### config.mk
export PLATFORM = sky130hd
export DESIGN_NAME = positional_list_store_top
export DESIGN_NICKNAME = d
export VERILOG_FILES = /design/src/hdl/pls_pkg.sv /design/src/hdl/pls_cell.sv /design/src/hdl/positional_list_store_top.sv
export SDC_FILE = /design/constraint.sdc
export NUM_CORES = 2
export LEC_CHECK = 0
export BUFFER_PORTS_ARGS = -buffer_cell sky130_fd_sc_hd__buf_2
export CORE_MARGIN = 2
export CORE_UTILIZATION = 46
export DETAILED_ROUTE_END_ITERATION = 12
export GPL_ROUTABILITY_DRIVEN = 0
export SLEW_MARGIN = 25
export SYNTH_ARGS = -nofsm -noshare
export SYNTH_HDL_FRONTEND = slang
export SYNTH_HIERARCHICAL = 1
export SYNTH_SLANG_ARGS = --single-unit
### constraint.sdc
create_clock -name clk -period 19.7 [get_ports clk]
set_input_delay 1.97 -clock clk [delete_from_list [all_inputs] [get_ports clk]]
set_output_delay 1.97 -clock clk [all_outputs]
set_load 0.01 [all_outputs]
### src/hdl/pls_pkg.sv
// ----------------------------------------------------------------------------
// pls_pkg
// Shared types and codes for the positional list store: operation and status
// codes, transfer payloads and the command broadcast to the storage cells.
// ----------------------------------------------------------------------------
package pls_pkg;

  localparam int POS_W  = 6;   // position field and cell index width
  localparam int DATA_W = 32;  // data word width
  localparam int LEN_W  = 6;   // length field width

  typedef enum logic [2:0] {
    FN_INS_FRONT = 3'd0,
    FN_INS_BACK  = 3'd1,
    FN_INS_POS   = 3'd2,
    FN_DEL_FRONT = 3'd3,
    FN_DEL_BACK  = 3'd4,
    FN_DEL_POS   = 3'd5,
    FN_READ_FWD  = 3'd6,
    FN_READ_BWD  = 3'd7
  } fn_t;

  typedef enum logic [1:0] {
    ST_OK     = 2'd0,
    ST_BADPOS = 2'd1,
    ST_EMPTY  = 2'd2,
    ST_FULL   = 2'd3
  } st_t;

  typedef struct packed {
    fn_t                      func;
    logic [POS_W-1:0]         position;
    logic signed [DATA_W-1:0] value;
  } pls_in_t;

  typedef struct packed {
    st_t                      status;
    logic signed [DATA_W-1:0] read_value;
    logic [LEN_W-1:0]         length;
    logic                     last;
  } pls_out_t;

  // what every cell does at the next edge
  typedef enum logic [2:0] {
    CK_HOLD  = 3'd0,
    CK_INS   = 3'd1,  // load word at idx, shift cells above idx up
    CK_DEL   = 3'd2,  // cells at idx and above take the right neighbor
    CK_ROT_L = 3'd3,  // whole chain moves toward cell 0
    CK_ROT_R = 3'd4   // whole chain moves away from cell 0
  } cell_kind_t;

  typedef struct packed {
    cell_kind_t               kind;
    logic [POS_W-1:0]         idx;
    logic signed [DATA_W-1:0] value;
  } cell_cmd_t;

endpackage

### src/hdl/pls_cell.sv
// ----------------------------------------------------------------------------
// pls_cell
// One storage cell of the list chain: holds one entry and, on command, loads
// the insert word or takes the word of its left or right neighbor.
// ----------------------------------------------------------------------------
module pls_cell
  import pls_pkg::*;
#(
  parameter int INDEX = 0
) (
  input  logic                     clk,
  input  cell_cmd_t                cmd,
  input  logic signed [DATA_W-1:0] left_value,
  input  logic signed [DATA_W-1:0] right_value,
  output logic signed [DATA_W-1:0] value
);

  localparam logic [POS_W-1:0] MY_IDX = POS_W'(INDEX);

  logic signed [DATA_W-1:0] value_r;
  logic signed [DATA_W-1:0] value_nxt;

  always_comb begin
    value_nxt = value_r;
    unique case (cmd.kind)
      CK_INS: begin
        if (MY_IDX == cmd.idx) begin
          value_nxt = cmd.value;
        end else if (MY_IDX > cmd.idx) begin
          value_nxt = left_value;
        end
      end
      CK_DEL: begin
        if (MY_IDX >= cmd.idx) begin
          value_nxt = right_value;
        end
      end
      CK_ROT_L: value_nxt = right_value;
      CK_ROT_R: value_nxt = left_value;
      default:  value_nxt = value_r;
    endcase
  end

  always_ff @(posedge clk) begin
    value_r <= value_nxt;
  end

  assign value = value_r;

endmodule

### src/hdl/positional_list_store_top.sv
// ----------------------------------------------------------------------------
// positional_list_store_top
// Ordered store of up to DEPTH signed words with insert and delete at front,
// back or position, and full read-out in either direction.
// ----------------------------------------------------------------------------
// An operation is taken when start is high and busy is low. Insert and delete
// do not raise busy and may follow one another in consecutive cycles; their
// single result appears on out_data with out_valid high in the cycle after the
// transfer. A read-out of a non-empty list holds busy, whatever the length,
// while the chain of cells makes one full rotation so that the entries return
// to their places, and one result per entry streams out at one per cycle,
// last marked on the final one. A read-out of an empty list does not raise
// busy and gives a single result like an insert. The receiver cannot stall: every
// result is shown for exactly one cycle and must be taken then. The length
// field is the entry count modulo 64.
// ----------------------------------------------------------------------------
module positional_list_store_top
  import pls_pkg::*;
#(
  parameter int DEPTH = 32
) (
  input  logic     clk,
  input  logic     rst_n,
  input  logic     start,
  output logic     busy,
  input  pls_in_t  in_data,
  output logic     out_valid,
  output pls_out_t out_data
);

  localparam int CW   = $clog2(DEPTH + 1);  // entry count width
  localparam int CNTW = $clog2(DEPTH);      // read-out step counter width
  localparam int PW   = ((CW > POS_W) ? CW : POS_W) + 1;  // width for position compares

  // cell chain
  cell_cmd_t                cmd;
  logic signed [DATA_W-1:0] cell_q [DEPTH];

  // control state
  logic [CW-1:0]   fill_r,  fill_nxt;
  logic            busy_r,  busy_nxt;
  logic            bwd_r,   bwd_nxt;
  logic [CNTW-1:0] cnt_r,   cnt_nxt;
  logic            ovld_r,  ovld_nxt;
  pls_out_t        odata_r, odata_nxt;

  logic            accept;
  logic            full;
  logic            empty;
  logic [PW-1:0]   pos_w;
  logic [PW-1:0]   fill_w;
  logic            step_emit;
  logic            step_last;
  logic            step_end;

  assign accept = start && !busy_r;
  assign full   = (fill_r == CW'(DEPTH));
  assign empty  = (fill_r == '0);
  assign pos_w  = PW'(in_data.position);
  assign fill_w = PW'(fill_r);

  // read-out step: forward emits cell 0 for the first fill_r steps,
  // backward emits the top cell for the last fill_r steps
  always_comb begin
    if (bwd_r) begin
      step_emit = (CW'(cnt_r) >= (CW'(DEPTH) - fill_r));
      step_last = (cnt_r == CNTW'(DEPTH - 1));
    end else begin
      step_emit = (CW'(cnt_r) < fill_r);
      step_last = ((CW'(cnt_r) + CW'(1)) == fill_r);
    end
    step_end = (cnt_r == CNTW'(DEPTH - 1));
  end

  always_comb begin
    fill_nxt  = fill_r;
    busy_nxt  = busy_r;
    bwd_nxt   = bwd_r;
    cnt_nxt   = cnt_r;
    ovld_nxt  = 1'b0;
    odata_nxt = odata_r;
    cmd.kind  = CK_HOLD;
    cmd.idx   = '0;
    cmd.value = in_data.value;

    if (busy_r) begin
      // rotation step of a read-out
      cmd.kind = bwd_r ? CK_ROT_R : CK_ROT_L;
      cnt_nxt  = cnt_r + CNTW'(1);
      if (step_end) begin
        busy_nxt = 1'b0;
        cnt_nxt  = '0;
      end
      if (step_emit) begin
        ovld_nxt             = 1'b1;
        odata_nxt.status     = ST_OK;
        odata_nxt.read_value = bwd_r ? cell_q[DEPTH-1] : cell_q[0];
        odata_nxt.length     = LEN_W'(fill_r);
        odata_nxt.last       = step_last;
      end
    end else if (accept) begin
      ovld_nxt             = 1'b1;
      odata_nxt.status     = ST_OK;
      odata_nxt.read_value = '0;
      odata_nxt.last       = 1'b1;
      unique case (in_data.func) inside
        FN_INS_FRONT, FN_INS_BACK: begin
          if (full) begin
            odata_nxt.status = ST_FULL;
          end else begin
            cmd.kind = CK_INS;
            cmd.idx  = (in_data.func == FN_INS_FRONT) ? '0 : POS_W'(fill_r);
            fill_nxt = fill_r + CW'(1);
          end
        end
        FN_INS_POS: begin
          // position check comes before the full check
          if (pos_w == '0 || pos_w > (fill_w + PW'(1))) begin
            odata_nxt.status = ST_BADPOS;
          end else if (full) begin
            odata_nxt.status = ST_FULL;
          end else begin
            cmd.kind = CK_INS;
            cmd.idx  = in_data.position - POS_W'(1);
            fill_nxt = fill_r + CW'(1);
          end
        end
        FN_DEL_FRONT, FN_DEL_BACK: begin
          if (empty) begin
            odata_nxt.status = ST_EMPTY;
          end else begin
            cmd.kind = CK_DEL;
            cmd.idx  = (in_data.func == FN_DEL_FRONT) ? '0 : POS_W'(fill_r - CW'(1));
            fill_nxt = fill_r - CW'(1);
          end
        end
        FN_DEL_POS: begin
          // also covers the empty list
          if (pos_w == '0 || pos_w > fill_w) begin
            odata_nxt.status = ST_BADPOS;
          end else begin
            cmd.kind = CK_DEL;
            cmd.idx  = in_data.position - POS_W'(1);
            fill_nxt = fill_r - CW'(1);
          end
        end
        FN_READ_FWD, FN_READ_BWD: begin
          if (empty) begin
            odata_nxt.status = ST_EMPTY;
          end else begin
            // results come from the rotation steps
            ovld_nxt = 1'b0;
            busy_nxt = 1'b1;
            bwd_nxt  = (in_data.func == FN_READ_BWD);
            cnt_nxt  = '0;
          end
        end
        default: odata_nxt.status = ST_OK;
      endcase
      odata_nxt.length = LEN_W'(fill_nxt);
    end
  end

  // chain of cells, cell 0 holds the front; ends wrap for rotation
  for (genvar i = 0; i < DEPTH; i++) begin : g_cell
    pls_cell #(
      .INDEX(i)
    ) u_cell (
      .clk        (clk),
      .cmd        (cmd),
      .left_value (cell_q[(i + DEPTH - 1) % DEPTH]),
      .right_value(cell_q[(i + 1) % DEPTH]),
      .value      (cell_q[i])
    );
  end

  always_ff @(posedge clk) begin
    if (!rst_n) begin
      fill_r <= '0;
      busy_r <= 1'b0;
      bwd_r  <= 1'b0;
      cnt_r  <= '0;
      ovld_r <= 1'b0;
    end else begin
      fill_r <= fill_nxt;
      busy_r <= busy_nxt;
      bwd_r  <= bwd_nxt;
      cnt_r  <= cnt_nxt;
      ovld_r <= ovld_nxt;
    end
    odata_r <= odata_nxt;
  end

  assign busy      = busy_r;
  assign out_valid = ovld_r;
  assign out_data  = odata_r;

`ifndef SYNTHESIS
  // entry count never passes capacity
  a_fill_bound: assert property (@(posedge clk) disable iff (!rst_n)
    fill_r <= CW'(DEPTH))
    else $error("entry count above capacity");

  // a read-out never changes the entry count
  a_fill_hold: assert property (@(posedge clk) disable iff (!rst_n)
    busy_r |=> $stable(fill_r))
    else $error("entry count changed during read-out");

  // a read-out only runs over a non-empty list
  a_busy_nonempty: assert property (@(posedge clk) disable iff (!rst_n)
    busy_r |-> fill_r != '0)
    else $error("read-out over an empty list");

  // full status only when the store is at capacity
  a_full_status: assert property (@(posedge clk) disable iff (!rst_n)
    (ovld_r && odata_r.status == ST_FULL) |-> fill_r == CW'(DEPTH))
    else $error("full status below capacity");

  // empty status only when nothing is held
  a_empty_status: assert property (@(posedge clk) disable iff (!rst_n)
    (ovld_r && odata_r.status == ST_EMPTY) |-> fill_r == '0)
    else $error("empty status with entries held");
`endif

endmodule

After elaboration in Yosys (flattened, before gate mapping). Index checks and enable logic that the tools add are counted.

Input bits: 44. Flip-flop bits (word level): 1079. Word-level logic and storage cells: 451. Output and inout port bits: 43.

Multiplexer cells: 171. Equal/unequal tests: 111. $lt $le $gt $ge: 68. Reductions and logical operators: 51. Bitwise gates (word level): 2. Add/sub/neg operators: 7.

Operator list (count): one-hot mux 32 bit (4 select lines) (32); two-way mux 32 bit (97); two-way mux 41 bit (3); AND reduction 3 bit (33); equality test 5 x 6 -> 1 bit, first input constant (16); greater-or-equal comparator 5 x 6 -> 1 bit, first input constant (16); greater-than comparator 5 x 6 -> 1 bit, first input constant (16); != test 3 x 1 -> 1 bit, second input constant (32); != test 2 x 1 -> 1 bit, second input constant (33); equality test 4 x 6 -> 1 bit, first input constant (8); greater-or-equal comparator 4 x 6 -> 1 bit, first input constant (8); greater-than comparator 4 x 6 -> 1 bit, first input constant (8); two-way mux 6 bit (7); one-hot mux 9 bit (4 select lines) (1); two-way mux 5 bit (5); equality test 3 x 6 -> 1 bit, first input constant (4); greater-or-equal comparator 3 x 6 -> 1 bit, first input constant (4); greater-than comparator 3 x 6 -> 1 bit, first input constant (4); one-hot mux 6 bit (4 select lines) (1); two-way mux 7 bit (3); two-way mux 8 bit (2); equality test 3 bit, second input constant (5); two-way mux 1 bit (13); equality test 2 x 6 -> 1 bit, first input constant (2); other kinds (38) (57).

Depth between registers and ports, before layout.
Depth in word-level cells: 11. Mapped depth: 17.

Modules after synthesis. The synthesis kept the hierarchy.

Modules (own cells, without submodules): pls_cell at g_cell[21].u_cell ... (seq. area each 960.9 µm², cells an instance 121, times used 3, area each 1682.9 µm²); pls_cell at g_cell[14].u_cell ... (seq. area each 960.9 µm², cells an instance 193, times used 2, area each 2139.6 µm²); positional_list_store_top (seq. area each 1511.4 µm², cells an instance 391, times used 1, area each 3858.7 µm²); pls_cell at g_cell[4].u_cell (seq. area each 960.9 µm², cells an instance 195, times used 1, area each 2178.3 µm²); pls_cell at g_cell[29].u_cell (seq. area each 960.9 µm², cells an instance 191, times used 1, area each 2164.6 µm²); pls_cell at g_cell[6].u_cell (seq. area each 960.9 µm², cells an instance 193, times used 1, area each 2142.1 µm²); pls_cell at g_cell[5].u_cell (seq. area each 960.9 µm², cells an instance 191, times used 1, area each 2137.0 µm²); pls_cell at g_cell[7].u_cell (seq. area each 960.9 µm², cells an instance 191, times used 1, area each 2124.5 µm²); pls_cell at g_cell[17].u_cell (seq. area each 960.9 µm², cells an instance 152, times used 1, area each 1939.4 µm²); pls_cell at g_cell[18].u_cell (seq. area each 960.9 µm², cells an instance 154, times used 1, area each 1821.7 µm²); pls_cell at g_cell[20].u_cell (seq. area each 960.9 µm², cells an instance 155, times used 1, area each 1816.7 µm²); pls_cell at g_cell[11].u_cell (seq. area each 960.9 µm², cells an instance 153, times used 1, area each 1809.2 µm²); pls_cell at g_cell[16].u_cell (seq. area each 960.9 µm², cells an instance 153, times used 1, area each 1744.2 µm²); pls_cell at g_cell[22].u_cell (seq. area each 960.9 µm², cells an instance 122, times used 1, area each 1704.1 µm²); +16 rows.

Worst setup path before layout. Ideal clock, no wire load.

Path type: input to register. From: in in_data[37] (netlist bit). To: reg g_cell[26].u_cell.value_r[0] (enable). Stages on the path: 11. Arrival: 8839 ps. Slack: 10395 ps. Cell sequence: ha_1 -> nand4_1 -> nor3b_1 -> a31oi_1 -> o22ai_2 -> nand2_1 -> nand2_1 -> nor2_1 -> a311oi_1 -> a21oi_1 -> o21ai_0.

RTL lines: from (decl) (line positional_list_store_top.sv:26) `input pls_in_t in_data,`; to (signal assigned) (line pls_cell.sv:45) `value_r <= value_nxt;`; to (decl) (line pls_cell.sv:20) `logic signed [DATA_W-1:0] value_r;`.

==> impl_summary.txt <==
----------------------------------------------------
[Outcome]
  Status ... completed

[Synth]
  Adder-cell share of the synthesized area ... less than 1%
  Async set-reset flop share out of synthesis ... 0%
  Main combinational cell family by area after synthesis ... compound AO/OA/AOI/OAI gates
  Area share of the leading cell type in the synthesized netlist ... 52.04%
  Share of cell area taken by muxes after synthesis ... less than 1%
  Number of unique standard cell types used by synthesis ... approximately 110
  Leading cell type by number of instances after synthesis ... sky130_fd_sc_hd__edfxtp_1
  Most frequently used flop master after synthesis ... sky130_fd_sc_hd__edfxtp_1
  Yosys Warn Count ... 6
  XOR/XNOR Fraction of Synth Area ... 0.2423%
  Seq/Total Area, Yosys ... 52.50%
  Number of enable-type register cells in the synthesized netlist ... about 1100
  Commonest cells in the synthesized netlist ... 1065 x sky130_fd_sc_hd__edfxtp_1, 620 x sky130_fd_sc_hd__a221o_1, 417 x sky130_fd_sc_hd__and3_1, 281 x sky130_fd_sc_hd__inv_1, 274 x sky130_fd_sc_hd__a22oi_1
  Cell taking the most area after synthesis ... sky130_fd_sc_hd__edfxtp_1
  Simple-gate share of the synthesized area ... between 10% and 20%
  Synthesized Nets ... roughly 5000
  Biggest area contributors in the synthesized netlist ... sky130_fd_sc_hd__edfxtp_1 52%, sky130_fd_sc_hd__a221o_1 10%, sky130_fd_sc_hd__o211ai_2 4.3%, sky130_fd_sc_hd__and3_1 4.2%, sky130_fd_sc_hd__a22oi_1 3.3%
  Number of instances in the synthesized netlist ... about 4900
  Flops & latches, synth ... 1079
  Mean post-synth cell area ... ~13 um^2
  Synthesized-area fraction occupied by ao, oa, aoi and oai cells ... between 20% and 30%
  Post-Syn Area ... approximately 61000 um^2

[Floorplan]
  Initial standard-cell utilization of the core ... 46.22%
  Die Footprint ... 136500 um^2
  Horizontal die dimension ... 369.5 um
  Top-level port count ... between 80 and 90
  Num rows ... 134
  Die Height ... 369.5 um
  Standard cell core area ... about 130000 um^2

[Clock network]
  Number of levels in the clock H-tree ... 3
  Buffer cell driving the clock tree root ... sky130_fd_sc_hd__clkbuf_16
  Clock latency at the later pin of the worst-skew pair ... 0.78 ns
  Post-CTS setup-driven buffer insertion count ... 0
  Clock buffers created by TritonCTS ... 118
  Hold bufs inserted after CTS ... 0
  Clock tree buffer depth ... 3
  PostCTS Resize Cnt ... 0
  CTS clock-pin slew for the worst setup and hold paths ... about 0.060 ns
  TritonCTS clock tree ... done
  Clock sink count ... between 1000 and 1500

[Power]
  Part of the power in registers ... slightly below 50%
  IR drop worst, VDD ... around 0.083 mV
  Pwr dens ... 103.1 nW/um^2
  Net Switching ... slightly above 2 mW
  Part of the total power dissipated in the clock network ... between 30% and 40%
  Sw frac ... approximately 30%
  Leak ... 23.82 nW
  Combinational group share of total power ... between 10% and 20%
  Int Pwr ... about 4.8 mW

[Critical path]
  Delay of the slowest cell on the worst path ... 1.00 ns
  Critical setup path kind ... input port to flip-flop
  Category of cells accounting for the largest share of critical-path delay ... simple AND/OR/NAND/NOR gates
  Sort of element at the end of the critical path ... flip-flop
  Maximum fanout along the worst path ... between 60 and 70
  WP data required ... around 20 ns
  CP startpoint kind ... input port
  Library cell contributing the largest single delay on the critical path ... sky130_fd_sc_hd__and2b_2
  Worst path arrival time ... between 7 and 8 ns
  Most prevalent standard cell on the critical path ... sky130_fd_sc_hd__buf_4
  Cells traversed along the worst timing path ... buf_2, ha_1, nand4_1, nor3b_1, a31oi_1, o22ai_2, nand2_1, nand2_4, buf_4, buf_4, and2b_2, nor4_4, buf_4, a22oi_1, o21ai_0
  Buf/Inv on CP ... 4

[Layout]
  Antenna Diode Count ... 0
  Number of nets in the final layout ... between 4000 and 5000
  Layout area overhead ... 8.269%
  Share of cells above drive strength 1 ... roughly a fifth
  Post-route cell area ... between 60000 and 70000 um^2
  Final Util ... 50.04%

[Timing]
  Highest clock frequency the design can meet ... about 0.15 GHz
  Final setup violation count ... 0
  Final clock skew ... a little over 0.04 ns
  Final Slew Violations ... 0
  Count of endpoints failing hold in the final timing report ... 0
  Ratio of final minimum period to clock period ... about a third
  Headroom to the max-slew limit ... about a quarter
  Accumulated negative setup slack ... 0 ns
  RSZ-0062 raised after global routing ... no
  Final period demand of the worst path ... approximately 6.7 ns
  Transition time at the pin with the least slew margin ... ~1.1 ns

[Worst hold path]
  HP Class ... flip-flop to flip-flop

[Run]
  Number of maximum-capacitance constraint violations ... 0

[Placed design]
  Post-detail-place hpwl ... 129500 um
  PortBufs ... between 80 and 90
  Placed inst area ... approximately 62000 um^2

[Drt]
  Number of design rule violations left after detail routing ... 0
  Drt initial violations ... 6899
  Antenna Nets Post-Route ... 0
  First-pass iteration count of the detailed router ... 6
  Routed WL ... roughly 210000 um
  Vias ... around 46000
  Via count normalized by instance count ... a little under 7
  Average wire length per cell after detail routing ... about 31 um

[GRT]
  Maximum number of pins on one net before global-route repair ... 122
  Via count of the first global-routing pass ... 43710
  Global-route total usage across every layer ... between 20% and 30%
  Wire length of the first global-routing pass ... between 300000 and 400000 um
  Remaining global-route overflow ... 0
  Number of antenna violations at the first check in global routing ... 3

----------------------------------------------------
[logic make-up (layout without fill, tap and decap cells)]
| group | Yosys count | in the layout |
|---|---|---|
| XOR/XNOR | 17 | 17 |
| buffers and inverters | 752 | 739 |
| AO/OA/AOI/OAI | 1715 | 1715 |
| flip-flops | 1079 | 1079 |
| multiplexers | 34 | 34 |
| AND/OR/NAND/NOR | 1282 | 1282 |
| adder cells (fa/ha/maj) | 35 | 35 |
[path summary, 6_finish.rpt]
kind | end | slack [ns] | start | cells past startpoint
worst max register to register | g_cell[17].u_cell/value[28]$_DFFE_PP_ | 13.29 | fill_r[5]$_SDFFE_PN0P_ | 15
worst min register to register | g_cell[25].u_cell/value[5]$_DFFE_PP_ | 0.56 | g_cell[26].u_cell/value[5]$_DFFE_PP_ | 1
worst max-delay path | g_cell[17].u_cell/value[28]$_DFFE_PP_ | 12.99 | in_data[37] | 15
worst min-delay path | g_cell[25].u_cell/value[5]$_DFFE_PP_ | 0.56 | g_cell[26].u_cell/value[5]$_DFFE_PP_ | 1
[per-layer routing]
metal | share of wire, % | wire [um] | vias up | global-route usage (%)
met5 | 0.0068 | 14 | - | 0
met4 | 3.5 | 7198 | 4 | 10.08
met3 | 10 | 21230 | 413 | 5.985
met2 | 44 | 91780 | 2700 | 44.43
met1 | 42 | 86520 | 23260 | 41.70
li1 | - | - | 19820 | -
[power groups by stage]
stage	Sequential, mW	Clock, mW	Combinational (mW)
after floorplan	3.19	0	0.871
after global placement	3.38	0	1.14
after detailed placement	3.38	0	1.17
after CTS	3.33	2.33	1.18
after global routing	3.36	2.42	1.29
final	3.35	2.32	1.20
[sequential cells by signal, summed over array words and instances, names as in the netlist]
register / count
busy: 1
out_data: 41
g_cell.u_cell/value: 1024
bwd_r: 1
fill_r: 6
out_valid: 1
cnt_r: 5
[cell usage in the layout, fill, tap and decap left out, drive strengths merged, types with 9 or more instances in the layout]
cell type / netlist / final
clkinv: 0 / 65
ha: 28 / 28
dfxtp: 14 / 14
buf: 235 / 232
nor2b: 73 / 73
and3b: 9 / 9
inv: 284 / 287
nor3: 27 / 27
nor3b: 13 / 13
o21ai: 83 / 83
nand3: 158 / 158
o22ai: 17 / 17
nand2: 169 / 169
clkbuf: 230 / 134
a21oi: 35 / 35
a22oi: 398 / 398
mux2i: 34 / 34
o211ai: 464 / 464
or3: 12 / 12
a211oi: 12 / 12
nor2: 64 / 64
bufinv: 0 / 17
xnor2: 12 / 12
a221o: 640 / 640
and2: 227 / 227
and3: 419 / 419
nand2b: 47 / 47
edfxtp: 1065 / 1065
[cell type report]
type / count / area, um^2
repair buffers: 232 / 1658
clock buffers: 134 / 3055
clock inverters: 89 / 898.4
flip-flops and latches: 1079 / 32260
well taps: 1768 / 2212
inverters: 284 / 1066
multi-input cells: 3083 / 25380
fillers: 11530 / 66420
[metrics by stage]
stage | setup WS (ns) | hold slack (ns) | power (mW) | instances
after floorplan | 10.39 | 0.5313 | 4.064 | 4914
after global placement | 12.41 | 0.5534 | 4.521 | 6434
after detailed placement | 12.33 | 0.5499 | 4.551 | 6441
after CTS | 13.09 | 0.5507 | 6.844 | 6664
after global routing | 12.63 | 0.5914 | 7.070 | 6669
final | 12.99 | 0.5647 | 6.863 | 6669
Power figures use the tool's default switching activity.
